`config.mk`:
```
export PLATFORM = sky130hd
export DESIGN_NAME = dpp_channel
export DESIGN_NICKNAME = d
export VERILOG_FILES = /design/src/sv/dpp_pkg.sv /design/src/sv/dpp_channel.sv
export SDC_FILE = /design/constraint.sdc
export NUM_CORES = 2
export LEC_CHECK = 0
export BUFFER_PORTS_ARGS = -buffer_cell sky130_fd_sc_hd__buf_2
export CORE_MARGIN = 4
export CORE_UTILIZATION = 58
export DETAILED_ROUTE_END_ITERATION = 7
export PLACE_DENSITY = 0.76
export SETUP_SLACK_MARGIN = 0.5
export SKIP_CTS_REPAIR_TIMING = 1
export SLEW_MARGIN = 20
export SYNTH_ARGS = -nofsm -noshare
export SYNTH_HDL_FRONTEND = slang
export SYNTH_SLANG_ARGS = --single-unit
```
`constraint.sdc`:
```
create_clock -name clk -period 20.5 [get_ports clk]
set_input_delay 3.075 -clock clk [delete_from_list [all_inputs] [get_ports clk]]
set_output_delay 3.075 -clock clk [all_outputs]
set_load 0.01 [all_outputs]
```
`src/sv/dpp_pkg.sv`:
```
// Shared widths, register indexes and types for the dual-channel PID duty block.
`timescale 1ns / 1ps

package dpp_pkg;

  localparam int SAMPLE_BITS  = 10;
  localparam int TARGET_W     = SAMPLE_BITS;
  localparam int ERR_W        = SAMPLE_BITS + 1;
  localparam int DIFF_W       = ERR_W + 1;
  localparam int SUM_W        = 24;
  localparam int GAIN_W       = 20;
  localparam int FRAC_BITS    = 20;
  localparam int DRIVE_W      = 28;
  localparam int DUTY_W       = 8;
  localparam int OUTPUT_LIMIT = 128;
  localparam int WIDE_W       = 48;
  localparam int CFG_INDEX_W  = 3;
  localparam int CFG_DATA_W   = GAIN_W;

  localparam int PROD_P_W = GAIN_W + 1 + ERR_W;
  localparam int PROD_I_W = GAIN_W + 1 + SUM_W;
  localparam int PROD_D_W = GAIN_W + 1 + DIFF_W;

  localparam logic signed [SUM_W-1:0] SUM_MAX = {1'b0, {(SUM_W-1){1'b1}}};
  localparam logic signed [SUM_W-1:0] SUM_MIN = {1'b1, {(SUM_W-1){1'b0}}};

  localparam logic [DRIVE_W-1:0] DRIVE_LIMIT = DRIVE_W'(OUTPUT_LIMIT << FRAC_BITS);

  localparam logic [GAIN_W-1:0] GAIN_P_RESET = GAIN_W'(73400);
  localparam logic [GAIN_W-1:0] GAIN_I_RESET = GAIN_W'(105);
  localparam logic [GAIN_W-1:0] GAIN_D_RESET = GAIN_W'(5243);

  typedef enum logic [CFG_INDEX_W-1:0] {
    REG_TARGET_A = 3'd0,
    REG_TARGET_B = 3'd1,
    REG_GAIN_P   = 3'd2,
    REG_GAIN_I   = 3'd3,
    REG_GAIN_D   = 3'd4
  } cfg_reg_t;

  typedef struct packed {
    logic [GAIN_W-1:0] gain_p;
    logic [GAIN_W-1:0] gain_i;
    logic [GAIN_W-1:0] gain_d;
  } gains_t;

endpackage

```
`src/sv/dpp_channel.sv`:
```
// One PID channel: error sum, previous error and output accumulator with the update logic.
`timescale 1ns / 1ps

module dpp_channel (
  input  logic                         clk,
  input  logic                         rst,
  input  logic                         step,
  input  logic [dpp_pkg::SAMPLE_BITS-1:0] sample,
  input  logic [dpp_pkg::TARGET_W-1:0] target,
  input  dpp_pkg::gains_t              gains,
  output logic [dpp_pkg::DUTY_W-1:0]   duty
);
  import dpp_pkg::*;

  logic signed [SUM_W-1:0]    error_total;
  logic signed [ERR_W-1:0]    previous_error;
  logic        [DRIVE_W-1:0]  drive_accumulator;

  logic signed [ERR_W-1:0]    err;
  logic signed [SUM_W:0]      sum_wide;
  logic signed [SUM_W-1:0]    error_total_next;
  logic signed [DIFF_W-1:0]   diff;
  logic signed [PROD_P_W-1:0] prod_p;
  logic signed [PROD_I_W-1:0] prod_i;
  logic signed [PROD_D_W-1:0] prod_d;
  logic signed [WIDE_W-1:0]   acc_wide;
  logic        [DRIVE_W-1:0]  drive_accumulator_next;

  assign err  = $signed({1'b0, sample}) - $signed({1'b0, target});
  assign diff = DIFF_W'(err) - DIFF_W'(previous_error);

  always_comb begin
    sum_wide = (SUM_W+1)'(error_total) + (SUM_W+1)'(err);
    if (sum_wide > (SUM_W+1)'(SUM_MAX)) begin
      error_total_next = SUM_MAX;
    end else if (sum_wide < (SUM_W+1)'(SUM_MIN)) begin
      error_total_next = SUM_MIN;
    end else begin
      error_total_next = sum_wide[SUM_W-1:0];
    end
  end

  assign prod_p = $signed({1'b0, gains.gain_p}) * err;
  assign prod_i = $signed({1'b0, gains.gain_i}) * error_total_next;
  assign prod_d = $signed({1'b0, gains.gain_d}) * diff;

  // The sum is wide enough that no term can wrap before the clamp.
  always_comb begin
    acc_wide = $signed({{(WIDE_W-DRIVE_W){1'b0}}, drive_accumulator})
             - WIDE_W'(prod_p) - WIDE_W'(prod_i) - WIDE_W'(prod_d);
    if (acc_wide < 0) begin
      drive_accumulator_next = '0;
    end else if (acc_wide > $signed({{(WIDE_W-DRIVE_W){1'b0}}, DRIVE_LIMIT})) begin
      drive_accumulator_next = DRIVE_LIMIT;
    end else begin
      drive_accumulator_next = acc_wide[DRIVE_W-1:0];
    end
  end

  assign duty = drive_accumulator_next[FRAC_BITS +: DUTY_W];

  always_ff @(posedge clk) begin
    if (rst) begin
      error_total       <= '0;
      previous_error    <= '0;
      drive_accumulator <= '0;
    end else if (step) begin
      error_total       <= error_total_next;
      previous_error    <= err;
      drive_accumulator <= drive_accumulator_next;
    end
  end

endmodule

```
==> metrics.md <==
| Metric | Value |
|---|---|
| Slowest CP cell | `fa_1` |
| Most frequent CP cell | `fa_1` |
| Max-cap violations | `0` |
| GRT Total Usage | `30.3%` |
| Worst-Skew Late Latency | `0.39 ns` |
| Post-synthesis sequential area ratio | `3.07%` |
| DRT iter0 DRCs | `2388` |
| Antenna violations before repair | `5` |
| Final Max Tran Viols | `0` |
| Worst Clk Skew | `0.0191 ns` |
| Setup TNS | `0 ns` |
| Final Wtd Congestion | `0.995` |
| FF/Latch Area | `1260 µm²` |
| Total iterations of the first detailed-routing run | `6` |
| IO Pins | `91` |
| H-tree levels | `3` |
| Mapped Cells | `4577` |
| Critical path type | `in -> out` |
| Die ar. | `75100 µm²` |
| Number of global-route vias before repair | `33025` |
| CTS clk-pin slew, worst paths | `0.07 ns` |
| Synthesized area | `41000 µm²` |
| Clock sink count | `63` |
| HP Class | `reg -> reg` |
| Worst Path Required | `17.43 ns` |
| Synthesized flop and latch total | `63` |
| Adder-Cell Fraction of Synth Area | `61.2%` |
| Most common cell in the netlist | `inv_1` |
| Synthesized area per cell | `8.97 µm²` |
| Worst Setup End Kind | `output port` |
| Worst slew pin tran | `1.04 ns` |
| Final hold vios | `0` |
| Root buf cell | `clkbuf_16` |
| Crit share post-route | `95.0%` |
| Mapped Nets | `6046` |
| Complex-gate fraction of the synthesized area | `5.93%` |
| RR Startpoint | `error_total[0]` |
| DRC Markers | `0` |
| Rel. slew slack | `30.7%` |
| Die width | `274 µm` |
| # nets final | `5979` |
| CP max FO | `16` |
| Slowest Stage Delay on Critical Path | `0.59 ns` |
| Initial Utilization | `58.6%` |
| WL final | `108000 µm` |
| Area Growth Syn to Fin | `4.45%` |
| Crit path from | `sample[0]` |
| Placed Cells | `5433` |
| Worst setup SP type | `input pin` |
| Min Tclk post-route | `19.47 ns` |
| Async set or reset register ratio after synthesis | `0%` |
| Beginning of the worst hold path | `drive_accumulator[20]` |
| Synth Warn # | `0` |
| Post-Layout Cell Count | `5458` |
| Core footprint | `70000 µm²` |
| Synth cell count leaders | `inv_1 (1104), fa_1 (1011), nand2_1 (591), and2_1 (403), ha_1 (375)` |
| FMAX | `0.0514 GHz` |
| Combinational family with the most area after synthesis | `adder cells` |
| CP arrival | `16.39 ns` |
| Post-Synth Simple-Gate Area | `15.7%` |
| First-pass GRT wire length | `178000 µm` |
| CTS tree | `yes` |
| Fillcell total | `5948` |
| CTS Buffer Depth | `2` |
| Via count | `30596` |
| Number of synthesized flops with an enable pin | `0` |
| RSZ-0062 raised after global routing | `no` |
| Grt ovf | `0` |
| Synth Flop Type | `dfxtp_1` |
| Buffers on Ports | `90` |
| Post-Synth XOR/XNOR Area | `1.28%` |
| DP HPWL | `95000 µm` |
| Floorplan row count | `97` |
| Yosys top cell area share | `49.3%` |
| Outcome | `completed` |
| Area of the multi-input gates | `35000 µm²` |
| Chip Height | `274 µm` |
| Post-synthesis cell type count | `80` |
| Detail Route Antenna Nets | `0` |
| Drt via density | `5.61` |
| Largest net degree at the start of global routing | `50` |
| Final setup fails | `0` |
| Area leader, netlist | `fa_1` |
| Mux contribution to synthesized area | `0.467%` |
| Num CTS Buffers | `9` |
| Avg WL per Cell | `19.9 µm` |
| Top cells by area, synth | `fa_1 (49%), ha_1 (11%), inv_1 (10%)` |
| Share of layout cells above drive strength 1 | `6.05%` |
[path summary, 6_finish.rpt]
path / cells after the start / slack, ns / to
worst min-delay path: 2 / 0.46 / drive_accumulator[20]
worst max-delay path: 53 / 1.03 / duty[6]
worst min register to register: 2 / 0.46 / drive_accumulator[20]
worst max register to register: 41 / 8.33 / drive_accumulator[11]
[cell usage in the layout (no fill, tap or decap), types with 82 or more instances in the layout]
cell type / Yosys / layout
and2_1: 403 / 403
nor2_1: 146 / 138
a21oi_1: 101 / 91
o21ai_0: 84 / 82
ha_1: 375 / 366
inv_1: 1104 / 1103
fa_1: 1011 / 1009
buf_2: 4 / 91
nand2_1: 591 / 591
[kinds of logic after synthesis]
family                     Yosys count
DFF                                 63
buffers and inverters             1339
and+or+nand+nor                   1322
xor gates and xnor gates            60
adders and majority gates         1403
AOI/OAI and AO/OA                  371
muxes                               19
[area by class of cell]
type,instances,share of cell area (%)
repair buffers,157,2.24
multi-input cells,3175,81.6
clock buffers,9,0.525
diodes,3,0.0175
well taps,940,2.74
inverters,1104,9.68
clock inverters,7,0.292
flip-flops and latches,63,2.94
[flip-flops by register name, summed over array words and instances (netlist names)]
register and count:
error_total 24, drive_accumulator 28, previous_error 11
[per-stage QoR]
stage                     utilization [%]  instance area (µm²)  hold WS (ns)  worst slack [ns]
after detailed placement             60.3                42200         0.449             0.170
after floorplan                         -                41000         0.425              1.23
after global placement               60.3                42200         0.439             0.156
after CTS                            60.8                42600         0.466            0.0966
after global routing                 61.2                42900         0.486             0.462
final                                61.2                42900         0.463              1.03
[critical path, delay by kind of cell]
kind,cells,cell delay [ns]
xor gates and xnor gates,1,0.20
and+or+nand+nor,10,2.26
adders and majority gates,14,6.06
AOI/OAI and AO/OA,16,3.06
buffers and inverters,12,1.69
[per-layer routing]
| layer | vias to the layer above | track usage, % | routed length [µm] |
|---|---|---|---|
| met1 | 15637 | 41.0 | 43800 |
| met2 | 1332 | 49.4 | 51200 |
| met4 | 2 | 10.3 | 4230 |
| li1 | 13369 | - | - |
| met5 | - | 0 | 13 |
| met3 | 256 | 5.92 | 9240 |
Power is left out: the tool's default activity adds up to more than one toggle a clock period on the data nets, which glitch-free logic cannot reach.
